$ cat src/grc_pkg.sv
// Shared types and constants for the grid ray caster.
package grc_pkg;

  localparam int MAP_W     = 8;
  localparam int MAP_H     = 8;
  localparam int CELL_SIZE = 64;
  localparam int RAY_COUNT = 60;
  localparam int MAX_STEPS = 8;

  // CELL_SIZE is a power of two, so one cell in Q9.8 units is a shift.
  localparam int CELL_SHIFT = $clog2(CELL_SIZE) + 8;
  localparam int STEP_W     = (MAX_STEPS > 1) ? $clog2(MAX_STEPS) : 1;

  localparam int DIV_N_W   = 36;
  localparam int DIV_D_W   = 18;
  localparam int DIV_CNT_W = $clog2(DIV_N_W + 1);
  localparam int SQRT_ITER = 32;
  localparam int SQRT_CNT_W = $clog2(SQRT_ITER + 1);

  localparam logic [17:0] DIST_MAX = 18'h3FFFF;
  localparam logic [16:0] POS_MAX  = 17'h1FFFF;

  typedef enum logic [1:0] {
    CFG_WALL_MAP   = 2'd0,
    CFG_ANGLE_STEP = 2'd1,
    CFG_SCREEN_H   = 2'd2
  } cfg_idx_e;

  typedef enum logic [1:0] {
    TRIG_COS,
    TRIG_SIN,
    TRIG_FISH
  } trig_e;

  typedef enum logic [4:0] {
    ST_IDLE,
    ST_TRIG0,
    ST_TRIG1,
    ST_TRIG2,
    ST_TRIG3,
    ST_TRIG4,
    ST_CINIT,
    ST_CMUL,
    ST_CDIVS,
    ST_CDIVW,
    ST_CCHK,
    ST_SQA,
    ST_SQB,
    ST_SQC,
    ST_SEL,
    ST_SQRTW,
    ST_FMUL,
    ST_FRES,
    ST_HDIVS,
    ST_HDIVW,
    ST_EMIT
  } state_e;

  typedef struct packed {
    logic [16:0] player_x;
    logic [16:0] player_y;
    logic [15:0] player_angle;
  } in_t;

  typedef struct packed {
    logic [5:0]  column;
    logic [17:0] wall_distance;
    logic [9:0]  line_height;
    logic [8:0]  line_top;
    logic [16:0] hit_x;
    logic [16:0] hit_y;
    logic        vertical_face;
    logic        no_hit;
    logic        last;
  } out_t;

endpackage

$ cat src/grc_div.sv
// Restoring unsigned divider, one quotient bit per cycle.
module grc_div (
  input  logic                          clk_i,
  input  logic                          rst_ni,
  input  logic                          start_i,
  input  logic [grc_pkg::DIV_N_W-1:0]   dividend_i,
  input  logic [grc_pkg::DIV_D_W-1:0]   divisor_i,
  output logic                          done_o,
  output logic [grc_pkg::DIV_N_W-1:0]   quot_o,
  output logic [grc_pkg::DIV_D_W-1:0]   rem_o
);

  logic                            busy_q, busy_d;
  logic                            done_q, done_d;
  logic [grc_pkg::DIV_CNT_W-1:0]   cnt_q, cnt_d;
  logic [grc_pkg::DIV_N_W-1:0]     quo_q, quo_d;
  logic [grc_pkg::DIV_D_W-1:0]     rem_q, rem_d;
  logic [grc_pkg::DIV_D_W-1:0]     dsr_q, dsr_d;
  logic [grc_pkg::DIV_D_W:0]       trial;
  logic [grc_pkg::DIV_D_W:0]       diff;
  logic                            ge;

  assign trial = {rem_q, quo_q[grc_pkg::DIV_N_W-1]};
  assign ge    = trial >= {1'b0, dsr_q};
  assign diff  = trial - {1'b0, dsr_q};

  always_comb begin
    busy_d = busy_q;
    done_d = 1'b0;
    cnt_d  = cnt_q;
    quo_d  = quo_q;
    rem_d  = rem_q;
    dsr_d  = dsr_q;
    if (start_i) begin
      busy_d = 1'b1;
      cnt_d  = grc_pkg::DIV_CNT_W'(grc_pkg::DIV_N_W);
      quo_d  = dividend_i;
      rem_d  = '0;
      dsr_d  = divisor_i;
    end else if (busy_q) begin
      rem_d = ge ? diff[grc_pkg::DIV_D_W-1:0] : trial[grc_pkg::DIV_D_W-1:0];
      quo_d = {quo_q[grc_pkg::DIV_N_W-2:0], ge};
      cnt_d = cnt_q - 1'b1;
      if (cnt_q == grc_pkg::DIV_CNT_W'(1)) begin
        busy_d = 1'b0;
        done_d = 1'b1;
      end
    end
  end

  always_ff @(posedge clk_i or negedge rst_ni) begin
    if (!rst_ni) begin
      busy_q <= 1'b0;
      done_q <= 1'b0;
      cnt_q  <= '0;
    end else begin
      busy_q <= busy_d;
      done_q <= done_d;
      cnt_q  <= cnt_d;
    end
  end

  always_ff @(posedge clk_i) begin
    quo_q <= quo_d;
    rem_q <= rem_d;
    dsr_q <= dsr_d;
  end

  assign done_o = done_q;
  assign quot_o = quo_q;
  assign rem_o  = rem_q;

endmodule

$ cat config.mk
export PLATFORM = sky130hd
export DESIGN_NAME = grc_div
export DESIGN_NICKNAME = d
export VERILOG_FILES = /design/src/grc_pkg.sv /design/src/grc_div.sv
export SDC_FILE = /design/constraint.sdc
export NUM_CORES = 1
export LEC_CHECK = 0
export BUFFER_PORTS_ARGS = -buffer_cell sky130_fd_sc_hd__buf_2
export CORE_MARGIN = 3
export CORE_UTILIZATION = 30
export DETAILED_ROUTE_END_ITERATION = 8
export PLACE_DENSITY = 0.62
export SYNTH_ARGS = -nofsm -noshare
export SYNTH_HDL_FRONTEND = slang
export SYNTH_SLANG_ARGS = --single-unit
$ cat constraint.sdc
create_clock -name clk_i -period 3.25 [get_ports clk_i]
set_input_delay 0.325 -clock clk_i [delete_from_list [all_inputs] [get_ports clk_i]]
set_output_delay 0.325 -clock clk_i [all_outputs]
set_load 0.03 [all_outputs]
==> out/results.tsv <==
metric	value	unit
yosysWarnings	0	
fin_area	0.00529	mm2
grt_overflow_total	0	
via_per_inst	4.71	
drc	0	
portBuffers	111	
p_per_area	771	mW/mm2
cts_tree	yes	
run_status	complete, no violations	
path_clk_slew	0.06	ns
synth_top_family_by_area	multiplexers	
wl	9530	um
grt_usage	12.1	%
synthCells	360	
drive_above_1_share	38.2	%
synth_edf_count	54	
ys_ff_latch	80	
root_buffer	clkbuf_16	
drtIter0Drc	154	
clock-skew-final	0.00265	ns
wl_met3	355	um
synth.avg_cell_area	11.8	um2
place_inst	635	
totalNegativeSetupSlack	0	ns
htreeDepth	3	
grt_pass1_wl	15500	um
cpMaxStageDelayCell	a221oi_1	
highest_layer	met4	
wl_met1	4210	um
post_cts_buffers	0	
mostFrequentLayoutCells	111 x buf_2, 54 x edfxtp_1, 35 x mux2_2, 33 x nor2_1, 23 x inv_1	
min_period	2.76	ns
ys_types	55	
core	0.0136	mm2
clockBufferDepth	2	
leakage	0.00238	uW
place_congestion	0.805	
critical_path_buf_inv_count	2	
muxShareOfSynthArea	13.2	%
setup_viol	0	
dp_hpwl	7160	um
grt_antenna_before_repair	1	
cts_buffers	9	
hold_viol_final	0	
nets	549	
place_area	0.00498	mm2
area_delta_synth_final	24.7	%
crit_path_max_incr_delay	0.49	ns
worst_pin_slew	0.517	ns
synth_xor_area_share	3.92	%
cp-start-kind	flop	
syn_nets	438	
clock_sinks	80	
slew-limit-headroom	65.1	%
netlist_area	0.00425	mm2
max-vdd-ir-drop	0.000281	V
clock_latency	0.33	ns
crit_path_end_kind	flop	
wl_per_cell	14.6	um
ys_seq_area_share	51.4	%
dr_wl_met2	4630	um
synthAdderAreaFrac	6.37	%
worstSetupPathType	flop to flop	
slew_viol_final	0	
grt_pass1_vias	3186	
rsz0062_at_grt	no	
die-area	0.0156	mm2
critPathMaxFanout	4	
async_reset_ff_share	10.0	%
initial_core_util	31.3	%
min_path_type	primary input to flop	
yosys.area_share.simple	8.64	%
crit_chain	inv_1 > ha_1 > inv_1 > fa_1 > a211oi_1 > o21ai_0 > a221oi_1 > o31ai_1 > xor2_1 > mux2i_1 > a211oi_1	
final_common_cell	buf_2	
synth-compound-area-share	12.3	%
grt_max_degree	62	
fin_cells	653	
rows	42	
min_period_over_period	84.8	%
critPathTopFamily	compound AO/OA/AOI/OAI gates	
max_freq	363	MHz
drv_cap	0	
num_vias	3077	
synth_flop_cell	edfxtp_1	
critPathArrivalTime	3.01	ns
drtAntennaViolNets	0	
firstDrtPassIters	4	
cp.required	3.50	ns
die_y	125	um
ioPinCount	112	
die_w	125	um
## where the power goes
group	leakage (uW)	internal [uW]	total, uW	switching (uW)
Sequential	0.000799	1270	1420	143
Combinational	0.00144	669	1660	990
Clock	0.000139	617	1000	387
## stage by stage
stage / worst slack [ns] / hold WS [ns] / total power [uW] / util [%]
floorplan: 0.614 / 0.0294 / 2710 / -
global placement: 0.617 / 0.175 / 3080 / 36.7
detailed placement: 0.495 / 0.178 / 3100 / 36.7
CTS: 0.473 / 0.148 / 4130 / 39.0
global route: 0.159 / 0.148 / 4360 / 39.0
finish: 0.493 / 0.164 / 4080 / 39.0
## final timing paths
kind	start	end	slack [ns]	cells after the start
max	quot_o[35]	rem_o[14]	0.49	11
min	divisor_i[17]	dsr_q[17]	0.16	1
max reg2reg	quot_o[35]	rem_o[14]	0.49	11
min reg2reg	rem_o[2]	rem_o[2]	0.51	2
max in group asynchronous	rst_ni	cnt_q[4]	2.71	2
min in group asynchronous	rst_ni	cnt_q[3]	0.37	2
## synth_stat cells (all sizes together), types with 2 or more instances
cell type,number,share of area [%]
a211oi,19,3.7
a21o,6,1.1
a21oi,18,2.2
a311oi,2,0.56
a31oi,3,0.44
buf,7,1.1
clkbuf,9,0.80
dfrtp,8,4.7
dfxtp,18,8.5
edfxtp,54,38
ha,20,5.9
inv,23,2.0
mux2,36,9.6
mux2i,15,3.5
nand2,20,1.8
nand2b,5,0.74
nand4,3,0.44
nor2,34,3.1
nor3,7,0.83
o21a,2,0.35
o21ai,10,1.3
o31ai,2,0.47
or2,2,0.29
xnor2,9,1.9
xor2,10,2.1
## cell type report
cell class	instances	area, um2
Inverter	23	86.3
Antenna cell	1	2.50
Tap cell	176	220
Clock buffer	12	246
Clock inverter	4	53.8
Timing Repair Buffer	117	616
Multi-Input combinational cell	240	1890
Fill cell	1364	8270
Sequential cell	80	2180
## cells by family (layout without fill, tap and decap cells)
logic type / after synthesis / after routing
flops: 80 / 80
buf+inv: 40 / 156
mux: 51 / 51
simple gates: 79 / 79
xor+xnor: 19 / 19
fa+ha+maj: 21 / 21
compound gates: 70 / 70
other cells: 0 / 1
## state kept, by name (all words and copies together), names as in the netlist
signal and cells:
cnt_q 6, rem_o 18, dsr_q 18, quot_o 36, busy_q 1, done_o 1
## metal layers
layer / vias up / global-route usage, %
li1: 1549 / -
met2: 64 / 19.9
met4: 0 / 6.38
met1: 1445 / 15.1
met3: 19 / 2.56
met5: - / 0
## what timing repair did
item / in CTS / in global routing
gates resized for setup: 0 / 0
hold buffers: 1 / 0
endpoints found under the hold margin: 8 / 0
Note: power is estimated with default switching activity, not from simulation.
