## src/grc_pkg.sv

```systemverilog
// Shared types and constants for the grid ray caster.
package grc_pkg;

  localparam int MAP_W     = 8;
  localparam int MAP_H     = 8;
  localparam int CELL_SIZE = 64;
  localparam int RAY_COUNT = 60;
  localparam int MAX_STEPS = 8;

  // CELL_SIZE is a power of two, so one cell in Q9.8 units is a shift.
  localparam int CELL_SHIFT = $clog2(CELL_SIZE) + 8;
  localparam int STEP_W     = (MAX_STEPS > 1) ? $clog2(MAX_STEPS) : 1;

  localparam int DIV_N_W   = 36;
  localparam int DIV_D_W   = 18;
  localparam int DIV_CNT_W = $clog2(DIV_N_W + 1);
  localparam int SQRT_ITER = 32;
  localparam int SQRT_CNT_W = $clog2(SQRT_ITER + 1);

  localparam logic [17:0] DIST_MAX = 18'h3FFFF;
  localparam logic [16:0] POS_MAX  = 17'h1FFFF;

  typedef enum logic [1:0] {
    CFG_WALL_MAP   = 2'd0,
    CFG_ANGLE_STEP = 2'd1,
    CFG_SCREEN_H   = 2'd2
  } cfg_idx_e;

  typedef enum logic [1:0] {
    TRIG_COS,
    TRIG_SIN,
    TRIG_FISH
  } trig_e;

  typedef enum logic [4:0] {
    ST_IDLE,
    ST_TRIG0,
    ST_TRIG1,
    ST_TRIG2,
    ST_TRIG3,
    ST_TRIG4,
    ST_CINIT,
    ST_CMUL,
    ST_CDIVS,
    ST_CDIVW,
    ST_CCHK,
    ST_SQA,
    ST_SQB,
    ST_SQC,
    ST_SEL,
    ST_SQRTW,
    ST_FMUL,
    ST_FRES,
    ST_HDIVS,
    ST_HDIVW,
    ST_EMIT
  } state_e;

  typedef struct packed {
    logic [16:0] player_x;
    logic [16:0] player_y;
    logic [15:0] player_angle;
  } in_t;

  typedef struct packed {
    logic [5:0]  column;
    logic [17:0] wall_distance;
    logic [9:0]  line_height;
    logic [8:0]  line_top;
    logic [16:0] hit_x;
    logic [16:0] hit_y;
    logic        vertical_face;
    logic        no_hit;
    logic        last;
  } out_t;

endpackage

```

## src/grc_sqrt.sv

```systemverilog
// Iterative integer square root, two radicand bits per cycle.
module grc_sqrt (
  input  logic        clk_i,
  input  logic        rst_ni,
  input  logic        start_i,
  input  logic [63:0] value_i,
  output logic        done_o,
  output logic [31:0] root_o
);

  logic                             busy_q, busy_d;
  logic                             done_q, done_d;
  logic [grc_pkg::SQRT_CNT_W-1:0]   cnt_q, cnt_d;
  logic [63:0]                      v_q, v_d;
  logic [63:0]                      r_q, r_d;
  logic [63:0]                      bit_q, bit_d;
  logic [63:0]                      sum;

  assign sum = r_q + bit_q;

  always_comb begin
    busy_d = busy_q;
    done_d = 1'b0;
    cnt_d  = cnt_q;
    v_d    = v_q;
    r_d    = r_q;
    bit_d  = bit_q;
    if (start_i) begin
      busy_d = 1'b1;
      cnt_d  = grc_pkg::SQRT_CNT_W'(grc_pkg::SQRT_ITER);
      v_d    = value_i;
      r_d    = '0;
      bit_d  = 64'd1 << 62;
    end else if (busy_q) begin
      if (v_q >= sum) begin
        v_d = v_q - sum;
        r_d = (r_q >> 1) + bit_q;
      end else begin
        r_d = r_q >> 1;
      end
      bit_d = bit_q >> 2;
      cnt_d = cnt_q - 1'b1;
      if (cnt_q == grc_pkg::SQRT_CNT_W'(1)) begin
        busy_d = 1'b0;
        done_d = 1'b1;
      end
    end
  end

  always_ff @(posedge clk_i or negedge rst_ni) begin
    if (!rst_ni) begin
      busy_q <= 1'b0;
      done_q <= 1'b0;
      cnt_q  <= '0;
    end else begin
      busy_q <= busy_d;
      done_q <= done_d;
      cnt_q  <= cnt_d;
    end
  end

  always_ff @(posedge clk_i) begin
    v_q   <= v_d;
    r_q   <= r_d;
    bit_q <= bit_d;
  end

  assign done_o = done_q;
  assign root_o = r_q[31:0];

endmodule

```

## config.mk

```make
export PLATFORM = sky130hd
export DESIGN_NAME = grc_sqrt
export DESIGN_NICKNAME = d
export VERILOG_FILES = /design/src/grc_pkg.sv /design/src/grc_sqrt.sv
export SDC_FILE = /design/constraint.sdc
export NUM_CORES = 1
export LEC_CHECK = 0
export BUFFER_PORTS_ARGS = -buffer_cell sky130_fd_sc_hd__buf_4
export CAP_MARGIN = 40
export CORE_MARGIN = 4
export CORE_UTILIZATION = 29
export CTS_CLUSTER_DIAMETER = 120
export CTS_CLUSTER_SIZE = 20
export DETAILED_ROUTE_END_ITERATION = 12
export MAX_ROUTING_LAYER = met4
export PLACE_DENSITY = 0.48
export SETUP_SLACK_MARGIN = 0.15
export SLEW_MARGIN = 40
export SYNTH_ARGS = -nofsm -noshare
export SYNTH_HDL_FRONTEND = slang
export SYNTH_SLANG_ARGS = --single-unit
```

## constraint.sdc

```tcl
create_clock -name clk_i -period 11.9 [get_ports clk_i]
set_input_delay 1.785 -clock clk_i [delete_from_list [all_inputs] [get_ports clk_i]]
set_output_delay 1.785 -clock clk_i [all_outputs]
set_load 0.01 [all_outputs]
```

==> impl_metrics.json <==
{
  "cts.sinks": 168,
  "drtIter0Drc": 1066,
  "ios": 100,
  "yosys.cell_types.count": 89,
  "crit_arrival_ns": 7.15,
  "cts_hold_buffers": 0,
  "drcViolationCount": 0,
  "cts_max_level": 4,
  "area_growth_syn_to_layout_pct": 10.1,
  "hold_violations": 0,
  "syn_nets": 2166,
  "diodes": 0,
  "insertion_delay_ns": 0.50,
  "internal_power_uw": 2060,
  "rsz0062_at_grt": "false",
  "min_period_ns": 7.01,
  "crit_fanout": 64,
  "post-cts-setup-buffers": 0,
  "synthesis.area_sq_um": 15600,
  "die_x_um": 240,
  "grt_pass1_wl_um": 77700,
  "die_area_sq_um": 57700,
  "clkPwrFrac": 0.164,
  "port_buffers": 99,
  "track_usage": 0.175,
  "synth_seq_cells": 168,
  "setup_tns_ns": 0,
  "overflow": 0,
  "drtPass1Iterations": 5,
  "ys.warnings.count": 0,
  "p_leak_uw": 0.00678,
  "finalSetupViolations": 0,
  "ctsLongestPathBuffers": 2,
  "fp.dieH_um": 240,
  "start_kind": "flop",
  "synthFlopType": "dfxtp_1",
  "worst_pin_slew_ns": 0.824,
  "clock-root-buffer": "clkbuf_16",
  "max_cap_violations": 0,
  "core_area_sq_um": 53000,
  "p_sw_frac": 0.470,
  "routed_wl_um": 49000,
  "ys_seq_area_frac": 0.259,
  "drive_gt1_frac": 0.106,
  "fin_skew_ns": 0.0129,
  "p_comb_frac": 0.590,
  "post_drt_via_cell_ratio": 5.35,
  "worstPathRequired_ns": 12.03,
  "max-slew-margin-rel": 0.451,
  "yosys.area.top_type": "dfxtp_1",
  "fmax_mhz": 143,
  "wl_per_cell_um": 18.5,
  "seq_power_share": 0.246,
  "avgSynthCellArea_sq_um": 7.96,
  "nNetsFinal": 2148,
  "ant_nets": 0,
  "hp-class": "reg2reg",
  "grt_max_degree": 126,
  "synth_edf_count": 64,
  "cts_tree": "done",
  "synth.top_cell.area_share": 0.123,
  "dp_hpwl_um": 37200,
  "synth-async-reset-ratio": 0.0476,
  "antenna_found_initial": 0,
  "criticalPathCategory": "reg2reg",
  "peakVddDrop_mv": 0.132,
  "utilization": 0.325,
  "start_util": 0.295,
  "first_global_vias": 13700,
  "power_density_nw_per_um2": 226,
  "rows": 84,
  "p_sw_uw": 1830,
  "cp-end-kind": "flop",
  "status": "finished, final reports clean",
  "gp_congestion": 0.896,
  "synth_area_leaders": "dfxtp_1, edfxtp_1, ha_1, nand2_1, nor2_1",
  "clk_pin_slew_worst_paths_ns": 0.07,
  "cts_resized": 0,
  "period_share": 0.589,
  "synth_cells": 1966,
  "numCtsBuffers": 17,
  "vias": 14200,
  "drv_slew": 0
}
## power by group through the flow
stage / combinational, uW / clock (uW) / sequential [uW]
after floorplan: 1800 / 0 / 895
after global placement: 2280 / 0 / 972
after global routing: 2560 / 678 / 977
after CTS: 2290 / 662 / 959
final: 2300 / 637 / 959
after detailed placement: 2270 / 0 / 970
## cells in the mapped netlist, types with 33 or more instances
| cell type | n |
|---|---|
| mux2i_1 | 49 |
| dfxtp_1 | 96 |
| nand4_1 | 41 |
| a211oi_1 | 42 |
| nand2_1 | 223 |
| inv_1 | 47 |
| xor2_1 | 71 |
| xnor2_1 | 85 |
| nor2_1 | 203 |
| ha_1 | 132 |
| a21oi_1 | 119 |
| nand3_1 | 33 |
| clkbuf_1 | 74 |
| a21o_1 | 45 |
| edfxtp_1 | 64 |
| o21ai_0 | 152 |
| a31oi_1 | 61 |
| buf_4 | 37 |
## path summary, 6_finish.rpt
path	start	to	slack (ns)	cells past startpoint
max	r_q[0]	v_q[9]	4.89	24
min	bit_q[62]	bit_q[62]	0.50	2
max reg2reg	r_q[0]	v_q[9]	4.89	24
min reg2reg	bit_q[62]	bit_q[62]	0.50	2
max in group asynchronous	rst_ni	busy_q	10.65	1
min in group asynchronous	rst_ni	cnt_q[3]	1.10	1
## final cells by class
type	count	area (sq um)
fillers	5648	35700
clock inverters	12	198
well taps	688	861
repair buffers	105	808
clock buffers	20	437
multi-input cells	1609	10700
inverters	47	176
flip-flops and latches	168	4050
## through the flow
stage | total power [uW] | cells | setup slack, ns | cell area, sq um | hold WS [ns]
after floorplan | 2690 | 1966 | 6.38 | 15600 | 0.463
after global placement | 3250 | 2617 | 4.94 | 16600 | 0.490
after detailed placement | 3240 | 2617 | 4.96 | 16600 | 0.494
after CTS | 3910 | 2649 | 4.95 | 17200 | 0.505
after global routing | 4210 | 2649 | 4.35 | 17200 | 0.539
final | 3890 | 2649 | 4.89 | 17200 | 0.500
## sequential cells by signal (all words and copies together) (netlist names)
| name | flops |
|---|---|
| bit_q | 32 |
| busy_q | 1 |
| cnt_q | 6 |
| done_o | 1 |
| r_q | 64 |
| v_q | 64 |
## layer usage
metal  GRT usage  up-vias  share of wire
met5           -        -              0
met2       0.255      279           0.43
met3      0.0318       39          0.038
met1       0.249     6689           0.51
met4      0.0472        0          0.018
li1            -     7165              -
## cells by family (layout without fill, tap and decap cells)
family                   count (synthesis)  after routing  synth area share
adder cells (fa/ha/maj)                133            133             0.107
AO/OA/AOI/OAI                          634            634             0.271
XOR/XNOR                               156            156            0.0874
multiplexers                            56             56            0.0364
flip-flops                             168            168             0.259
AND/OR/NAND/NOR                        630            630             0.182
buffers and inverters                  189            184            0.0574
## worst max-delay path: stages, from the launching register on
cell and delay [ns]:
dfxtp_1 0.32, ha_1 0.22, ha_1 0.22, a211oi_1 0.43, nor3_1 0.13, a31oi_1 0.51
o31a_1 0.35, o21ai_2 0.15, a31o_2 0.29, a31oi_1 0.22, nor3_1 0.06, o21ai_0 0.20
xor2_1 0.12, ha_1 0.46, nand4_1 0.25, nor3_1 0.30, nand2b_1 0.11, nor4b_1 0.35
a211oi_1 0.08, a21boi_1 0.23, nand2_1 0.13, buf_4 0.41, and2_1 0.29, or2_2 0.15
buf_6 0.51
## layout by cell type (no fill, tap or decap), types with 24 or more instances in the layout
cell	count
a211oi_1	42
a21o_1	45
a21oi_1	119
a31oi_1	61
buf_4	102
dfxtp_1	96
edfxtp_1	64
ha_1	132
inv_1	47
mux2i_1	49
nand2_1	223
nand3_1	33
nand4_1	41
nor2_1	203
nor3_1	26
o21ai_0	152
o21bai_1	24
xnor2_1	85
xor2_1	71
(Power assumes the default switching activity.)
